`config.mk`:
```
export PLATFORM = sky130hd
export DESIGN_NAME = sip_call_dialog_controller_top
export DESIGN_NICKNAME = d
export VERILOG_FILES = /design/src/rtl/core/sipcdc_pkg.sv /design/src/rtl/core/sipcdc_cfg_regs.sv /design/src/rtl/core/sipcdc_core.sv /design/src/rtl/core/sipcdc_result_fifo.sv /design/src/rtl/core/sip_call_dialog_controller_top.sv
export SDC_FILE = /design/constraint.sdc
export NUM_CORES = 1
export LEC_CHECK = 0
export BUFFER_PORTS_ARGS = -buffer_cell sky130_fd_sc_hd__buf_4
export CELL_PAD_IN_SITES_DETAIL_PLACEMENT = 1
export CELL_PAD_IN_SITES_GLOBAL_PLACEMENT = 1
export CORE_MARGIN = 5
export CORE_UTILIZATION = 49
export CTS_BUF_LIST = sky130_fd_sc_hd__clkbuf_4 sky130_fd_sc_hd__clkbuf_8 sky130_fd_sc_hd__clkbuf_16
export DETAILED_ROUTE_END_ITERATION = 7
export PLACE_DENSITY = 0.95
export SLEW_MARGIN = 20
export SYNTH_ARGS = -nofsm -noshare
export SYNTH_HDL_FRONTEND = slang
export SYNTH_SLANG_ARGS = --single-unit
```
`constraint.sdc`:
```
create_clock -name aclk -period 8.3 [get_ports aclk]
set_input_delay 1.66 -clock aclk [delete_from_list [all_inputs] [get_ports aclk]]
set_output_delay 1.66 -clock aclk [all_outputs]
set_load 0.005 [all_outputs]
```
`src/rtl/core/sipcdc_pkg.sv`:
```
// Shared types, codes and constants of the SIP call dialog controller.
// Used by every module of the block; it depends on nothing else.
package sipcdc_pkg;

    // Default width of the stored call-id keys and the width of the call-id field.
    localparam int ID_BITS_DEF = 32;
    localparam int CALL_ID_W   = 32;

    // Depth of the result queue in front of the output channel.
    localparam int RES_DEPTH = 4;

    // Register indexes of the configuration port.
    localparam logic [2:0] REG_FIRST_RETRY   = 3'd0;
    localparam logic [2:0] REG_RETRY_CEILING = 3'd1;
    localparam logic [2:0] REG_ACK_TIMEOUT   = 3'd2;
    localparam logic [2:0] REG_REFRESH       = 3'd3;
    localparam logic [2:0] REG_REG_RETRY     = 3'd4;

    // Register reset values.
    localparam logic [15:0] FIRST_RETRY_RST   = 16'd500;
    localparam logic [15:0] RETRY_CEILING_RST = 16'd4000;
    localparam logic [19:0] ACK_TIMEOUT_RST   = 20'd32000;
    localparam logic [31:0] REFRESH_RST       = 32'd1800000;
    localparam logic [31:0] REG_RETRY_RST     = 32'd60000;

    // SIP status codes that the block looks at.
    localparam logic [9:0] STATUS_NONE     = 10'd0;
    localparam logic [9:0] STATUS_OK       = 10'd200;
    localparam logic [9:0] STATUS_FAIL_MIN = 10'd400;

    // Classified input events.
    typedef enum logic [3:0] {
        CMD_TICK       = 4'd0,
        CMD_PLACE      = 4'd1,
        CMD_CALL_RESP  = 4'd2,
        CMD_NO_ANSWER  = 4'd3,
        CMD_INVITE     = 4'd4,
        CMD_BYE        = 4'd5,
        CMD_CANCEL     = 4'd6,
        CMD_ACK        = 4'd7,
        CMD_OPTIONS    = 4'd8,
        CMD_ANSWER     = 4'd9,
        CMD_REJECT     = 4'd10,
        CMD_HANGUP     = 4'd11,
        CMD_REG_RESULT = 4'd12
    } cmd_t;

    // Messages the surrounding logic is told to send.
    typedef enum logic [3:0] {
        MSG_NONE       = 4'd0,
        MSG_REGISTER   = 4'd1,
        MSG_INVITE     = 4'd2,
        MSG_ACK        = 4'd3,
        MSG_BYE        = 4'd4,
        MSG_CANCEL     = 4'd5,
        MSG_RINGING    = 4'd6,
        MSG_OK_SDP     = 4'd7,
        MSG_OK_RESEND  = 4'd8,
        MSG_BUSY       = 4'd9,
        MSG_BUSY_GEN   = 4'd10,
        MSG_TERMINATED = 4'd11,
        MSG_OK_GEN     = 4'd12
    } msg_t;

    // Call state, one-hot.
    typedef enum logic [3:0] {
        ST_IDLE    = 4'b0001,
        ST_CALLING = 4'b0010,
        ST_RINGING = 4'b0100,
        ST_INCALL  = 4'b1000
    } state_t;

    // Configuration register values.
    typedef struct packed {
        logic [15:0] first_retry_ms;
        logic [15:0] retry_ceiling_ms;
        logic [19:0] ack_timeout_ms;
        logic [31:0] refresh_ms;
        logic [31:0] reg_retry_ms;
    } cfg_t;

    // One result item.
    typedef struct packed {
        msg_t       message;
        logic [1:0] call_state;
        logic       media_on;
        logic       ended_by_peer;
        logic       request_ok;
        logic       last;
    } result_t;

    // Results of one accepted item, handed to the result queue.
    typedef struct packed {
        logic [1:0] count;
        result_t    res0;
        result_t    res1;
    } push_t;

    // Binary code of the call state as it appears on the output.
    function automatic logic [1:0] state_code(state_t s);
        logic [1:0] code;
        case (s)
            ST_IDLE:    code = 2'd0;
            ST_CALLING: code = 2'd1;
            ST_RINGING: code = 2'd2;
            ST_INCALL:  code = 2'd3;
            default:    code = 2'd0;
        endcase
        return code;
    endfunction

endpackage

```
`src/rtl/core/sipcdc_cfg_regs.sv`:
```
// Configuration registers of the SIP call dialog controller behind an APB-style port.
// Depends on sipcdc_pkg for the register indexes, reset values and cfg_t.
module sipcdc_cfg_regs (
    input  logic               aclk,
    input  logic               aresetn,
    input  logic               psel,
    input  logic               penable,
    input  logic               pwrite,
    input  logic [4:0]         paddr,
    input  logic [31:0]        pwdata,
    output logic [31:0]        prdata,
    output logic               pready,
    output sipcdc_pkg::cfg_t   cfg
);
    import sipcdc_pkg::*;

    cfg_t       cfg_reg;
    logic       wr_en;
    logic [2:0] index;

    assign pready = 1'b1;
    assign index  = paddr[4:2];
    assign wr_en  = psel & penable & pwrite;
    assign cfg    = cfg_reg;

    // Register writes in the access phase of a transfer.
    always_ff @(posedge aclk) begin
        if (!aresetn) begin
            cfg_reg.first_retry_ms   <= FIRST_RETRY_RST;
            cfg_reg.retry_ceiling_ms <= RETRY_CEILING_RST;
            cfg_reg.ack_timeout_ms   <= ACK_TIMEOUT_RST;
            cfg_reg.refresh_ms       <= REFRESH_RST;
            cfg_reg.reg_retry_ms     <= REG_RETRY_RST;
        end else if (wr_en) begin
            case (index)
                REG_FIRST_RETRY:   cfg_reg.first_retry_ms   <= pwdata[15:0];
                REG_RETRY_CEILING: cfg_reg.retry_ceiling_ms <= pwdata[15:0];
                REG_ACK_TIMEOUT:   cfg_reg.ack_timeout_ms   <= pwdata[19:0];
                REG_REFRESH:       cfg_reg.refresh_ms       <= pwdata;
                REG_REG_RETRY:     cfg_reg.reg_retry_ms     <= pwdata;
                default: ;
            endcase
        end
    end

    // Read-back multiplexer; unused addresses read as zero.
    always_comb begin
        case (index)
            REG_FIRST_RETRY:   prdata = {16'd0, cfg_reg.first_retry_ms};
            REG_RETRY_CEILING: prdata = {16'd0, cfg_reg.retry_ceiling_ms};
            REG_ACK_TIMEOUT:   prdata = {12'd0, cfg_reg.ack_timeout_ms};
            REG_REFRESH:       prdata = cfg_reg.refresh_ms;
            REG_REG_RETRY:     prdata = cfg_reg.reg_retry_ms;
            default:           prdata = 32'd0;
        endcase
    end

endmodule

```
`src/rtl/core/sipcdc_core.sv`:
```
// Call state registers and the single-pass event logic of the SIP call dialog controller.
// Depends on sipcdc_pkg; its results go to the result queue in the same cycle.
module sipcdc_core #(
    parameter int ID_BITS = sipcdc_pkg::ID_BITS_DEF
) (
    input  logic                              aclk,
    input  logic                              aresetn,
    input  logic                              in_fire,
    input  logic [3:0]                        command,
    input  logic [sipcdc_pkg::CALL_ID_W-1:0]  call_id,
    input  logic [9:0]                        status_code,
    input  logic                              media_valid,
    input  sipcdc_pkg::cfg_t                  cfg,
    output sipcdc_pkg::push_t                 push
);
    import sipcdc_pkg::*;

    // State registers.
    state_t             state_reg,       state_next;
    logic [ID_BITS-1:0] active_id_reg,   active_id_next;
    logic [ID_BITS-1:0] incoming_id_reg, incoming_id_next;
    logic               await_ack_reg,   await_ack_next;
    logic [15:0]        retry_int_reg,   retry_int_next;
    logic [15:0]        retry_cd_reg,    retry_cd_next;
    logic [19:0]        giveup_cd_reg,   giveup_cd_next;
    logic               media_reg,       media_next;
    logic               reg_armed_reg,   reg_armed_next;
    logic               reg_pending_reg, reg_pending_next;
    logic [31:0]        reg_cd_reg,      reg_cd_next;

    logic [ID_BITS-1:0] cid;
    logic [16:0]        retry_double;
    logic [31:0]        reg_cd_dec;
    msg_t               msg0, msg1;
    logic [1:0]         count;
    logic               ended;
    logic               ok;

    // Call-id key cut or widened to the stored width.
    if (ID_BITS > CALL_ID_W) begin : g_id_wide
        assign cid = {{(ID_BITS - CALL_ID_W){1'b0}}, call_id};
    end else begin : g_id_narrow
        assign cid = call_id[ID_BITS-1:0];
    end

    assign retry_double = {retry_int_reg, 1'b0};
    assign reg_cd_dec   = (reg_cd_reg != 32'd0) ? reg_cd_reg - 32'd1 : 32'd0;

    // Next state and the messages caused by one event.
    always_comb begin
        state_next       = state_reg;
        active_id_next   = active_id_reg;
        incoming_id_next = incoming_id_reg;
        await_ack_next   = await_ack_reg;
        retry_int_next   = retry_int_reg;
        retry_cd_next    = retry_cd_reg;
        giveup_cd_next   = giveup_cd_reg;
        media_next       = media_reg;
        reg_armed_next   = reg_armed_reg;
        reg_pending_next = reg_pending_reg;
        reg_cd_next      = reg_cd_reg;
        msg0             = MSG_NONE;
        msg1             = MSG_NONE;
        count            = 2'd0;
        ended            = 1'b0;
        ok               = 1'b0;

        case (cmd_t'(command))
            CMD_TICK: begin
                // 200 OK retransmission and the ACK give-up timer.
                if (await_ack_reg) begin
                    if (giveup_cd_reg <= 20'd1) begin
                        giveup_cd_next = 20'd0;
                        await_ack_next = 1'b0;
                        if (state_reg == ST_INCALL) begin
                            msg0           = MSG_BYE;
                            count          = 2'd1;
                            media_next     = 1'b0;
                            active_id_next   = '0;
                            incoming_id_next = '0;
                            retry_int_next = 16'd0;
                            retry_cd_next  = 16'd0;
                            state_next     = ST_IDLE;
                            ended          = 1'b1;
                        end
                    end else begin
                        giveup_cd_next = giveup_cd_reg - 20'd1;
                        if (retry_cd_reg <= 16'd1) begin
                            msg0  = MSG_OK_RESEND;
                            count = 2'd1;
                            if (retry_double > {1'b0, cfg.retry_ceiling_ms}) begin
                                retry_int_next = cfg.retry_ceiling_ms;
                                retry_cd_next  = cfg.retry_ceiling_ms;
                            end else begin
                                retry_int_next = retry_double[15:0];
                                retry_cd_next  = retry_double[15:0];
                            end
                        end else begin
                            retry_cd_next = retry_cd_reg - 16'd1;
                        end
                    end
                end
                // Registration refresh timer; a due refresh waits for idle.
                if (reg_armed_reg && !reg_pending_reg) begin
                    reg_cd_next = reg_cd_dec;
                    if (reg_cd_dec == 32'd0 && state_next == ST_IDLE) begin
                        reg_pending_next = 1'b1;
                        if (count == 2'd0) begin
                            msg0 = MSG_REGISTER;
                        end else begin
                            msg1 = MSG_REGISTER;
                        end
                        count = count + 2'd1;
                    end
                end
            end
            CMD_PLACE: begin
                if (state_reg == ST_IDLE) begin
                    media_next       = 1'b0;
                    await_ack_next   = 1'b0;
                    incoming_id_next = '0;
                    retry_int_next   = 16'd0;
                    retry_cd_next    = 16'd0;
                    giveup_cd_next   = 20'd0;
                    active_id_next   = cid;
                    state_next       = ST_CALLING;
                    msg0             = MSG_INVITE;
                    count            = 2'd1;
                    ok               = 1'b1;
                end
            end
            CMD_CALL_RESP: begin
                if (state_reg == ST_CALLING) begin
                    if (status_code == STATUS_OK) begin
                        msg0       = MSG_ACK;
                        count      = 2'd1;
                        media_next = 1'b1;
                        state_next = ST_INCALL;
                        ok         = media_valid;
                    end else if (status_code >= STATUS_FAIL_MIN) begin
                        state_next = ST_IDLE;
                    end
                end
            end
            CMD_NO_ANSWER: begin
                if (state_reg == ST_CALLING) begin
                    state_next = ST_IDLE;
                end
            end
            CMD_INVITE: begin
                count = 2'd1;
                if (state_reg != ST_IDLE) begin
                    msg0 = MSG_BUSY_GEN;
                end else begin
                    media_next       = 1'b0;
                    await_ack_next   = 1'b0;
                    active_id_next   = '0;
                    retry_int_next   = 16'd0;
                    retry_cd_next    = 16'd0;
                    giveup_cd_next   = 20'd0;
                    incoming_id_next = cid;
                    state_next       = ST_RINGING;
                    msg0             = MSG_RINGING;
                end
            end
            CMD_BYE: begin
                msg0  = MSG_OK_GEN;
                count = 2'd1;
                if (state_reg == ST_INCALL) begin
                    media_next       = 1'b0;
                    await_ack_next   = 1'b0;
                    active_id_next   = '0;
                    incoming_id_next = '0;
                    retry_int_next   = 16'd0;
                    retry_cd_next    = 16'd0;
                    giveup_cd_next   = 20'd0;
                    state_next       = ST_IDLE;
                    ended            = 1'b1;
                end
            end
            CMD_CANCEL: begin
                msg0  = MSG_OK_GEN;
                count = 2'd1;
                if (state_reg == ST_RINGING && cid == incoming_id_reg) begin
                    msg1             = MSG_TERMINATED;
                    count            = 2'd2;
                    media_next       = 1'b0;
                    await_ack_next   = 1'b0;
                    active_id_next   = '0;
                    incoming_id_next = '0;
                    retry_int_next   = 16'd0;
                    retry_cd_next    = 16'd0;
                    giveup_cd_next   = 20'd0;
                    state_next       = ST_IDLE;
                    ended            = 1'b1;
                end
            end
            CMD_ACK: begin
                if (await_ack_reg && cid == active_id_reg) begin
                    await_ack_next = 1'b0;
                end
            end
            CMD_OPTIONS: begin
                msg0  = MSG_OK_GEN;
                count = 2'd1;
            end
            CMD_ANSWER: begin
                if (state_reg == ST_RINGING) begin
                    msg0           = MSG_OK_SDP;
                    count          = 2'd1;
                    await_ack_next = 1'b1;
                    retry_int_next = cfg.first_retry_ms;
                    retry_cd_next  = cfg.first_retry_ms;
                    giveup_cd_next = cfg.ack_timeout_ms;
                    active_id_next = incoming_id_reg;
                    media_next     = 1'b1;
                    state_next     = ST_INCALL;
                    ok             = 1'b1;
                end
            end
            CMD_REJECT, CMD_HANGUP: begin
                // Reject works while ringing only; hangup in any active state.
                if (state_reg == ST_RINGING ||
                    (cmd_t'(command) == CMD_HANGUP && state_reg != ST_IDLE)) begin
                    if (state_reg == ST_INCALL) begin
                        msg0 = MSG_BYE;
                    end else if (state_reg == ST_CALLING) begin
                        msg0 = MSG_CANCEL;
                    end else begin
                        msg0 = MSG_BUSY;
                    end
                    count            = 2'd1;
                    media_next       = 1'b0;
                    await_ack_next   = 1'b0;
                    active_id_next   = '0;
                    incoming_id_next = '0;
                    retry_int_next   = 16'd0;
                    retry_cd_next    = 16'd0;
                    giveup_cd_next   = 20'd0;
                    state_next       = ST_IDLE;
                end
            end
            CMD_REG_RESULT: begin
                if (status_code == STATUS_OK) begin
                    reg_armed_next   = 1'b1;
                    reg_pending_next = 1'b0;
                    reg_cd_next      = cfg.refresh_ms;
                end else if (status_code == STATUS_NONE || status_code >= STATUS_FAIL_MIN) begin
                    if (reg_pending_reg) begin
                        reg_pending_next = 1'b0;
                        reg_cd_next      = cfg.reg_retry_ms;
                    end
                end
            end
            default: ;
        endcase

        // Every command except the tick reports at least once.
        if (cmd_t'(command) != CMD_TICK && command <= CMD_REG_RESULT && count == 2'd0) begin
            msg0  = MSG_NONE;
            count = 2'd1;
        end
    end

    // Result items as seen after the whole event.
    always_comb begin
        push.count              = in_fire ? count : 2'd0;
        push.res0.message       = msg0;
        push.res0.call_state    = state_code(state_next);
        push.res0.media_on      = media_next;
        push.res0.ended_by_peer = ended && (count == 2'd1);
        push.res0.request_ok    = ok;
        push.res0.last          = (count == 2'd1);
        push.res1.message       = msg1;
        push.res1.call_state    = state_code(state_next);
        push.res1.media_on      = media_next;
        push.res1.ended_by_peer = ended;
        push.res1.request_ok    = ok;
        push.res1.last          = 1'b1;
    end

    // State update on each accepted transfer.
    always_ff @(posedge aclk) begin
        if (!aresetn) begin
            state_reg       <= ST_IDLE;
            active_id_reg   <= '0;
            incoming_id_reg <= '0;
            await_ack_reg   <= 1'b0;
            retry_int_reg   <= 16'd0;
            retry_cd_reg    <= 16'd0;
            giveup_cd_reg   <= 20'd0;
            media_reg       <= 1'b0;
            reg_armed_reg   <= 1'b0;
            reg_pending_reg <= 1'b0;
            reg_cd_reg      <= 32'd0;
        end else if (in_fire) begin
            state_reg       <= state_next;
            active_id_reg   <= active_id_next;
            incoming_id_reg <= incoming_id_next;
            await_ack_reg   <= await_ack_next;
            retry_int_reg   <= retry_int_next;
            retry_cd_reg    <= retry_cd_next;
            giveup_cd_reg   <= giveup_cd_next;
            media_reg       <= media_next;
            reg_armed_reg   <= reg_armed_next;
            reg_pending_reg <= reg_pending_next;
            reg_cd_reg      <= reg_cd_next;
        end
    end

endmodule

```
`src/rtl/core/sipcdc_result_fifo.sv`:
```
// Result queue of the SIP call dialog controller: takes up to two results a cycle,
// hands one per transfer to the output channel. Depends on sipcdc_pkg.
module sipcdc_result_fifo (
    input  logic                 aclk,
    input  logic                 aresetn,
    input  sipcdc_pkg::push_t    push,
    output logic                 room,
    output logic                 out_valid,
    input  logic                 out_ready,
    output sipcdc_pkg::result_t  out_res
);
    import sipcdc_pkg::*;

    localparam int PTR_W = $clog2(RES_DEPTH);

    result_t            entry_reg [RES_DEPTH];
    logic [PTR_W-1:0]   wr_ptr_reg, wr_ptr_next;
    logic [PTR_W-1:0]   rd_ptr_reg;
    logic [PTR_W-1:0]   wr_ptr_second;
    logic [PTR_W:0]     count_reg, count_next;
    logic               pop;

    assign out_valid     = (count_reg != '0);
    assign out_res       = entry_reg[rd_ptr_reg];
    assign pop           = out_valid & out_ready;
    assign room          = (count_reg <= (PTR_W + 1)'(RES_DEPTH - 2));
    assign wr_ptr_second = wr_ptr_reg + PTR_W'(1);
    assign wr_ptr_next   = wr_ptr_reg + PTR_W'(push.count);
    assign count_next    = count_reg + (PTR_W + 1)'(push.count) - (PTR_W + 1)'(pop);

    // Payload storage.
    always_ff @(posedge aclk) begin
        if (push.count != 2'd0) begin
            entry_reg[wr_ptr_reg] <= push.res0;
        end
        if (push.count == 2'd2) begin
            entry_reg[wr_ptr_second] <= push.res1;
        end
    end

    // Pointers and fill level.
    always_ff @(posedge aclk) begin
        if (!aresetn) begin
            wr_ptr_reg <= '0;
            rd_ptr_reg <= '0;
            count_reg  <= '0;
        end else begin
            wr_ptr_reg <= wr_ptr_next;
            count_reg  <= count_next;
            if (pop) begin
                rd_ptr_reg <= rd_ptr_reg + PTR_W'(1);
            end
        end
    end

endmodule

```
`src/rtl/core/sip_call_dialog_controller_top.sv`:
```
// Top level of the SIP call dialog controller: stream channels and APB-style port.
// Instantiates sipcdc_cfg_regs, sipcdc_core and sipcdc_result_fifo; uses sipcdc_pkg.
//
// Usage:
// - Events enter on the s_ channel: s_tuser carries the command, s_tdata the call id,
//   status code and media flag. One tick event stands for one millisecond.
// - Each event yields zero to two result items on the m_ channel, in order; m_tlast
//   marks the final result of an event. A tick yields only the messages it sends.
// - The configuration registers are written and read through the APB-style port,
//   which is always ready; write them only while no event is in flight.
// - The first result of an event is offered from the registered result queue.
// - Throughput: one event per cycle is accepted while the result queue has room for
//   two items. The output port moves one result per cycle while m_tready is high, so
//   an event with two results takes two output transfers.
// - The four-entry result queue decouples the sides: events are still taken while
//   results wait. When the receiver stalls, the queue fills and s_tready drops.
// - Reset (aresetn low, synchronous) returns the call to idle, clears ids and timers,
//   empties the queue and loads the register reset values.
module sip_call_dialog_controller_top #(
    parameter int ID_BITS = sipcdc_pkg::ID_BITS_DEF
) (
    input  logic        aclk,
    input  logic        aresetn,
    // Input channel.
    input  logic        s_tvalid,
    output logic        s_tready,
    input  logic [47:0] s_tdata,   // [31:0] call_id, [41:32] status_code, [42] media_valid
    input  logic [3:0]  s_tuser,   // [3:0] command
    // Result channel.
    output logic        m_tvalid,
    input  logic        m_tready,
    output logic [15:0] m_tdata,   // [3:0] message, [5:4] call_state, [6] media_on,
                                   // [7] ended_by_peer, [8] request_ok
    output logic        m_tlast,
    // Configuration port.
    input  logic        psel,
    input  logic        penable,
    input  logic        pwrite,
    input  logic [4:0]  paddr,
    input  logic [31:0] pwdata,
    output logic [31:0] prdata,
    output logic        pready
);
    import sipcdc_pkg::*;

    cfg_t    cfg;
    push_t   push;
    result_t out_res;
    logic    room;
    logic    in_fire;

    assign s_tready = room;
    assign in_fire  = s_tvalid & room;

    sipcdc_cfg_regs u_cfg (
        .aclk    (aclk),
        .aresetn (aresetn),
        .psel    (psel),
        .penable (penable),
        .pwrite  (pwrite),
        .paddr   (paddr),
        .pwdata  (pwdata),
        .prdata  (prdata),
        .pready  (pready),
        .cfg     (cfg)
    );

    sipcdc_core #(
        .ID_BITS (ID_BITS)
    ) u_core (
        .aclk        (aclk),
        .aresetn     (aresetn),
        .in_fire     (in_fire),
        .command     (s_tuser),
        .call_id     (s_tdata[31:0]),
        .status_code (s_tdata[41:32]),
        .media_valid (s_tdata[42]),
        .cfg         (cfg),
        .push        (push)
    );

    sipcdc_result_fifo u_fifo (
        .aclk      (aclk),
        .aresetn   (aresetn),
        .push      (push),
        .room      (room),
        .out_valid (m_tvalid),
        .out_ready (m_tready),
        .out_res   (out_res)
    );

    // Result packing onto the output channel.
    assign m_tdata = {7'd0, out_res.request_ok, out_res.ended_by_peer, out_res.media_on,
                      out_res.call_state, out_res.message};
    assign m_tlast = out_res.last;

endmodule

```
Word-level counts from Yosys, hierarchy flattened
Memory sizes are Yosys's and may differ from the RTL's. A register that Yosys moved wholly into a read port is not among the register bits.
Index checks and enable logic that the tools add are counted.
{"block": "classes", "n_addsub": 9, "multipliers": 0, "div_mod_pow": 0, "n_lt_le_gt_ge": 6, "eq_ne": 44, "shift": 0, "muxes": 142, "bitwise_logic": 4, "reduce_logical": 42}
{"operator": "2-to-1 mux 32 bit", "n": 18}
{"operator": "2-to-1 mux 16 bit", "n": 14}
{"operator": "one-hot mux 16 bit (7 select lines)", "n": 2}
{"operator": "one-hot mux 32 bit (7 select lines)", "n": 1}
{"operator": "one-hot mux 32 bit (6 select lines)", "n": 1}
{"operator": "2-to-1 mux 20 bit", "n": 8}
{"operator": "one-hot mux 32 bit (5 select lines)", "n": 1}
{"operator": "one-hot mux 20 bit (7 select lines)", "n": 1}
{"operator": "2-to-1 mux 4 bit", "n": 28}
{"operator": "== test 32 bit", "n": 2}
{"operator": "one-hot mux 32 bit (2 select lines)", "n": 1}
{"operator": "2-to-1 mux 1 bit", "n": 42}
{"operator": "one-hot mux 4 bit (9 select lines)", "n": 1}
{"operator": "AND reduction 9 bit", "n": 4}
{"operator": "zero test 32 bit", "n": 1}
{"operator": "nonzero test 32 bit", "n": 1}
{"operator": "subtractor 32 x 1 -> 32 bit, second input constant", "n": 1}
{"operator": "== test 4 bit, second input constant", "n": 7}
{"operator": "one-hot mux 4 bit (7 select lines)", "n": 1}
{"operator": "2-to-1 mux 2 bit", "n": 13}
{"operator": "== test 4 x 3 -> 1 bit, second input constant", "n": 6}
{"operator": "<= comparator 20 x 1 -> 1 bit, second input constant", "n": 1}
{"operator": "!= test 2 x 1 -> 1 bit, second input constant", "n": 10}
{"operator": "subtractor 20 x 1 -> 20 bit, second input constant", "n": 1}
{"operator": "other kinds (48)", "n": 81}
{"block": "word_totals", "register_bits": 279, "latchBits": 0, "mem_bits_rw": 40, "mem_bits_ro": 0, "in_bits": 96, "out_inout_bits": 52, "elab_cells": 267, "mem_count": 1}
{"memory": "u_fifo.entry_reg", "words": 4, "word_bits": 10, "read_ports": 1, "rd_clocked_by_memory_dff": 1, "write_ports": 2, "line": "sipcdc_result_fifo.sv:16", "source": "result_t entry_reg [RES_DEPTH];"}

Logic depth before layout (Yosys ltp)
Gate-level depths: netlist (run 1).
{"block": "logic_depth", "word_depth": 17, "mapped_depth": 23, "ltp_nobuf": 22}

Modules after synthesis
Synthesis (run 1) repeated with hierarchy kept, for this count alone.
{"block": "hier_totals", "cells_unflattened": 2159, "area_unflattened_um2": 18741.7}
{"mod": "sipcdc_core", "instances": 1, "cells_each": 1438, "area_per_inst_um2": 10832.9, "seq_area_each_um2": 3123.0}
{"mod": "sipcdc_cfg_regs", "instances": 1, "cells_each": 566, "area_per_inst_um2": 5316.3, "seq_area_each_um2": 2322.2}
{"mod": "sipcdc_result_fifo", "instances": 1, "cells_each": 146, "area_per_inst_um2": 2529.9, "seq_area_each_um2": 1381.3}
{"mod": "sip_call_dialog_controller_top", "instances": 1, "cells_each": 9, "area_per_inst_um2": 62.6, "seq_area_each_um2": 0.0}

Worst setup path after synthesis (run 1)
OpenSTA, ideal clock, no wires.
{"block": "synth_timing", "kind": "register to register", "start": "register u_core.reg_cd_reg[0]", "end": "memory u_fifo.entry_reg[0][1] in the netlist's numbering, enable pin", "setup_time_ps": 324, "t_arrival_ps": 4492, "required_ps": 7976, "slack_ps": 3484, "path_stages_with_launch": 20, "path_buffers": 1, "synth_period_minus_slack_ps": 4816, "cell_sequence": "dfxtp_1 > clkbuf_1 > inv_1 > ha_1 > nor3b_1 > nand4_1 > xnor2_1 > nor4_1 > nand4_1 > o41ai_1 > and2_2 > ha_1 > and3b_1 > o21ai_0 > a21oi_1 > or4bb_1 > a211oi_2 > and3_1 > nor2_1 > inv_1"}
{"item": "start, declared", "line": "sipcdc_core.sv:29", "source": "logic [31:0] reg_cd_reg, reg_cd_next;"}
{"item": "start signal, assigned", "line": "sipcdc_core.sv:307", "source": "reg_cd_reg <= reg_cd_next;"}
{"item": "end, declared", "line": "sipcdc_result_fifo.sv:16"}

==> results of run 1 <==
final cells by class:
type                    count  area [um^2]  area share (%)
multi-input cells        1771        10630           51.81
flip-flops and latches    321         6746           32.88
repair buffers            156         1179           5.744
clock buffers              52         1112           5.420
well taps                 468        585.6           2.853
inverters                  39        148.9          0.7256
clock inverters            12        117.6          0.5731
report_power, final:
group	leakage [nW]	total (mW)	switching, mW	internal, mW
Sequential	2.65	1.75	0.0988	1.65
Combinational	4.36	1.16	0.721	0.442
Clock	0.619	1.68	0.681	0.994
worst paths after layout:
| path | start | end | slack, ps |
|---|---|---|---|
| setup / recovery | u_core.reg_cd_reg[0] | u_fifo.entry_reg[0][5] | 1910 |
| hold reg to reg | u_fifo.entry_reg[0][0] | u_fifo.entry_reg[0][0] | 470 |
| hold / removal | u_fifo.entry_reg[0][0] | u_fifo.entry_reg[0][0] | 470 |
| setup reg to reg | u_core.reg_cd_reg[0] | u_fifo.entry_reg[0][5] | 1910 |
per-layer routing:
layer	vias up	part of all wire, %	GRT usage [%]
li1	8385	-	-
met1	9421	40	41.78
met2	1011	48	54.54
met3	253	7.9	5.718
met4	6	4.5	14.04
met5	-	0.059	0
worst min-delay path, cell delays in order, from the launching register on:
cell and delay (ps):
dfxtp_1 310, nand2_1 60, nand2_1 50
cells by family (layout without fill, tap and decap cells):
| group | count (synthesis) | in the layout | share of synthesized area (%) |
|---|---|---|---|
| other | 2 | 8 | 0.04123 |
| DFF | 321 | 321 | 37.04 |
| muxes | 49 | 49 | 3.510 |
| xor gates and xnor gates | 92 | 92 | 4.424 |
| adders and majority gates | 27 | 27 | 1.896 |
| buffers and inverters | 217 | 259 | 5.111 |
| and+or+nand+nor | 942 | 942 | 24.06 |
| AOI/OAI and AO/OA | 653 | 653 | 23.92 |
cell usage in the layout, fill, tap and decap left out, types with 20 or more instances in the layout:
master	n
nand4_1	24
a211oi_1	47
ha_1	26
a21oi_1	171
clkbuf_16	38
nor3_1	56
nor2_1	185
o22ai_1	23
mux2i_1	20
nor4_1	26
edfxtp_1	32
buf_4	155
a22o_1	32
nand2_1	414
nand3_1	97
xor2_1	39
and2_1	25
o21ai_0	79
dfxtp_1	289
a22oi_1	96
inv_1	34
xnor2_1	53
o21ai_1	41
==> impl_metrics.yaml, run 1 <==
global_route:
  track_usage_pct: 32.67
  antenna_found_initial: 4
  grt_pass1_vias: 19840
  gr-total-overflow: 0
  grt_max_degree: 81
  grt_pass1_wl_mm: 110.4
synth:
  synth_edf_count: 32
  synth_area_um2: 18210
  ys_types: 102
  yosysSeqAreaShare_pct: 37.04
  yosysMostFrequentCell: "nand2_1"
  synth.area.top_cells: "dfxtp_1 32%, nand2_1 8.5%, edfxtp_1 5.3%"
  synth_area_leader_cell: "dfxtp_1"
  synth_flop_cell: "dfxtp_1"
  synth_top_area_share_pct: 31.76
  synthCells: 2303
  synthArstFlopShare_pct: 0
  synth_commonest_cells: "414 x nand2_1, 289 x dfxtp_1, 190 x nor2_1"
  avgSynthCellArea_um2: 7.909
  yosysWarnings: 0
  ys_ff_latch: 321
clock_tree:
  cts_root_buf: "clkbuf_16"
  cts_buffers: 36
  clk-insertion-delay-late_ps: 540
  max-clock-path-buffers: 3
  clk_pin_slew_ps: 60
  cts_setup_buffers: 0
  cts_tree: "done"
  clock-sinks: 321
  cts-resized-gates: 0
  ctsHoldBuffers: 0
  cts.htree.levels: 2
setup_path:
  critPathArrivalTime_ps: 6630
  worstSetupEndpointType: "register"
  crit_fanout: 9
  cp_slowest_cell: "o41ai_1"
  worst-path-buf-inv: 2
  r2r_cells: 18
  worst_ep_required_time_ps: 8540
  crit_type: "reg2reg"
  slowest_delay_ps: 700
  start_kind: "register"
  path_cells: "inv_1 > ha_1 > nor3b_1 > nand4_1 > xnor2_1 > nor4_1 > nand4_1 > o41ai_1 > and2_2 > ha_1 > and3b_1 > o21ai_0 > a21oi_1 > or4bb_1 > nor3_2 > a21oi_1 > nor2_1 > inv_1"
  cp.depth: 18
  crit_family: "simple AND/OR/NAND/NOR gates"
sta:
  worst_slack_ps: 1905
  setup_tns_ps: 0
  rsz0062_at_grt: "no"
  fin_crit_ps: 6395
  drv_slew: 0
  fin_hold_ws_ps: 473.3
  fin_skew_ps: 23.74
  timing.slew.headroom_pct: 24.15
  worstMarginPinSlew_ps: 1127
  finalSetupViolCount: 0
  period_share_pct: 77.05
  final_hold_viol_count: 0
  fmax_mhz: 156.4
finish:
  drive_gt1_share_pct: 13.14
  final_cells: 2819
  fin_nets: 2448
  fin_area_um2: 20520
  fin_util_pct: 55.92
  num_antenna_cells: 0
  fillers: 4426
  largest_reg_flops: 116
  area_delta_synth_final_pct: 12.66
routing:
  post_drt_via_cell_ratio: 6.767
  wl_mm: 69.95
  routedWlPerCell_um: 24.81
  drc_errors: 0
  num_vias: 19080
  drt_pass1_iterations: 6
  antenna_left: 0
  dr.first_iter.drc_count: 1954
hold_path:
  hold_depth: 2
  worstHoldPathType: "reg2reg"
floorplan:
  fp.coreArea_um2: 36700
  initial_core_util_pct: 49.64
  fp.dieW_um: 202.8
  die_y_um: 202.8
  io_pins: 148
  num_rows: 70
  dieArea_um2: 41130
power:
  p_leak_nw: 7.626
  p_total_mw: 4.589
  power_density_nw_per_um2: 223.6
  irDropWorstVdd_v: 0.0001732
place:
  dpl.cell_count: 2754
  dp.final_hpwl_mm: 45.33
  dp_slack_ps: 2100
  gp_congestion: 0.9339
  dpl_cell_area_um2: 19270
  portBuffers: 132
job:
  drv_cap: 0
outcome:
  outcome: "completed"
No activity file was read; power rests on OpenSTA's default activity.
==> inputs of run 2 (changes only) <==
--- a/config.mk
+++ b/config.mk
@@ -9,10 +9,10 @@
 export CELL_PAD_IN_SITES_DETAIL_PLACEMENT = 1
 export CELL_PAD_IN_SITES_GLOBAL_PLACEMENT = 1
 export CORE_MARGIN = 5
-export CORE_UTILIZATION = 49
+export CORE_UTILIZATION = 41
 export CTS_BUF_LIST = sky130_fd_sc_hd__clkbuf_4 sky130_fd_sc_hd__clkbuf_8 sky130_fd_sc_hd__clkbuf_16
 export DETAILED_ROUTE_END_ITERATION = 7
-export PLACE_DENSITY = 0.95
+export PLACE_DENSITY = 0.86
 export SLEW_MARGIN = 20
 export SYNTH_ARGS = -nofsm -noshare
 export SYNTH_HDL_FRONTEND = slang
==> constraint.sdc (replaced) <==
create_clock -name aclk -period 5.4 [get_ports aclk]
set_input_delay 1.08 -clock aclk [delete_from_list [all_inputs] [get_ports aclk]]
set_output_delay 1.08 -clock aclk [all_outputs]
set_load 0.005 [all_outputs]
==> run 2 against run 1 <==
Register-to-register slack worse by 1600 ps. Clock power increased by 61%. Worst setup slack got worse by 1600 ps. Global-route usage is 6.1 points lower. Core utilization decreased by 8.3 points. Sequential share of layout area down 0.78 points. Maximum frequency grew 24%. Non-clock buffer count up 32. Clock skew about the same. Total power up 57%. Final area up 2.4%.
==> impl_metrics.yaml, run 2 (synthesis results as in run 1) <==
finish:
  final_common_cell: "nand2_1"
  largest_reg_flops: 116
  area_delta_synth_final_pct: 15.38
  fin_nets: 2482
  layout_common_cells: "414 x nand2_1, 289 x dfxtp_1, 188 x buf_4"
  fin_util_pct: 47.63
  multi_input_area_um2: 10660
  drive_gt1_share_pct: 14.70
  regArea_um2: 6746
  fillers: 5441
floorplan:
  io_pins: 148
  dieArea_um2: 48740
  die_y_um: 220.8
  initial_core_util_pct: 41.28
  num_rows: 77
  fp.dieW_um: 220.8
  fp.coreArea_um2: 44120
sta:
  final_hold_viol_count: 0
  finalSetupViolCount: 0
  worstMarginPinSlew_ps: 1172
  period_share_pct: 95.17
  rsz0062_at_grt: "no"
  setup_tns_ps: 0
  fin_skew_ps: 23.48
  fmax_mhz: 194.6
  timing.slew.headroom_pct: 21.78
  drv_slew: 0
  fin_crit_ps: 5139
  fin_hold_ws_ps: 464.4
  worst_slack_ps: 260.6
power:
  p_total_mw: 7.186
  p_seq_share_pct: 37.4
  p_switching_mw: 2.335
  p_sw_share_pct: 32.50
  power_density_nw_per_um2: 341.9
  p_comb_share_pct: 25.0
  p_leak_nw: 7.824
  p_int_mw: 4.851
  clkPwrFrac_pct: 37.6
  irDropWorstVdd_v: 0.0002323
setup_path:
  start_kind: "register"
  crit_fanout: 5
  crit_type: "reg2reg"
  critPathArrivalTime_ps: 5440
  worstSetupEndpointType: "register"
  worst_ep_required_time_ps: 5700
clock_tree:
  cts_tree: "done"
  clock-sinks: 321
  cts.htree.levels: 2
  clk_pin_slew_ps: 60
  cts_buffers: 38
  clk-insertion-delay-late_ps: 570
  max-clock-path-buffers: 3
  cts_root_buf: "clkbuf_16"
job:
  drv_cap: 0
place:
  dp.final_hpwl_mm: 45.77
  gp_congestion: 0.9040
  dp_slack_ps: 106.3
  portBuffers: 132
global_route:
  grt_pass1_vias: 18880
  antenna_found_initial: 0
  gr-total-overflow: 0
  track_usage_pct: 26.60
  grt_max_degree: 113
  grt_pass1_wl_mm: 104.8
routing:
  wl_mm: 67.10
  drc_errors: 0
  drt_pass1_iterations: 5
  post_drt_via_cell_ratio: 6.215
  routedWlPerCell_um: 22.50
  dr.first_iter.drc_count: 1696
  num_vias: 18530
  antenna_left: 0
outcome:
  outcome: "completed"
hold_path:
  worstHoldPathType: "reg2reg"
[run 2: what timing repair did]
item                                    CTS  global route
resized for setup                         0             8
endpoints found under the setup margin    0            69
hold endpoints to repair                  0             0
buffers inserted                          0             0
hold buffers                              0             0
[run 2: worst paths after layout]
path / start / to / slack (ps) / cells after the start
setup / recovery: u_core.giveup_cd_reg[10] / u_fifo.entry_reg[0][3] / 260 / 18
hold / removal: u_fifo.entry_reg[0][0] / u_fifo.entry_reg[0][0] / 460 / 2
setup reg to reg: u_core.giveup_cd_reg[10] / u_fifo.entry_reg[0][3] / 260 / 18
hold reg to reg: u_fifo.entry_reg[0][0] / u_fifo.entry_reg[0][0] / 460 / 2
[run 2: metrics by stage]
step / area (um^2) / instances
final: 21020 / 2982
after global routing: 21010 / 2980
after CTS: 20970 / 2980
after detailed placement: 19670 / 2911
after global placement: 19670 / 2911
after floorplan: 18240 / 2309
[run 2: critical path, stage by stage (launching register included)]
cell and delay (ps):
dfxtp_1 360, nor4_2 530, o2111ai_1 340, nor2_1 270, a41oi_1 200, a2111o_1 460, nor4_2 350, and2_2 220
ha_1 220, and3b_1 170, o21ai_0 170, a21oi_1 100, or4bb_4 570, nor3_2 220, buf_4 160, a21oi_1 100
nor2_1 220, buf_4 170, nor2_1 50
[run 2: power groups by stage]
stage | clock [mW] | combinational, mW | sequential, mW
finish | 2.70 | 1.80 | 2.69
global route | 2.83 | 1.94 | 2.70
CTS | 2.73 | 1.77 | 2.68
detailed placement | 0 | 1.75 | 2.73
global placement | 0 | 1.69 | 2.72
floorplan | 0 | 1.22 | 2.65
[run 2: area by class of cell]
class	instances	share of cell area [%]
sequential	321	32.10
inverter	39	0.7204
timing repair buffer	188	6.715
clock inverter	18	0.8632
multi-input combinational	1771	50.74
clock buffer	51	5.310
tap	592	3.524
antenna	2	0.02381
[run 2: per-layer routing]
layer / vias to the layer above / share of wire (%) / GRT usage, %
met2: 617 / 47 / 44.73
li1: 8446 / - / -
met3: 146 / 5.5 / 3.749
met4: 0 / 3.7 / 9.551
met5: - / 0 / 0
met1: 9325 / 43 / 35.04
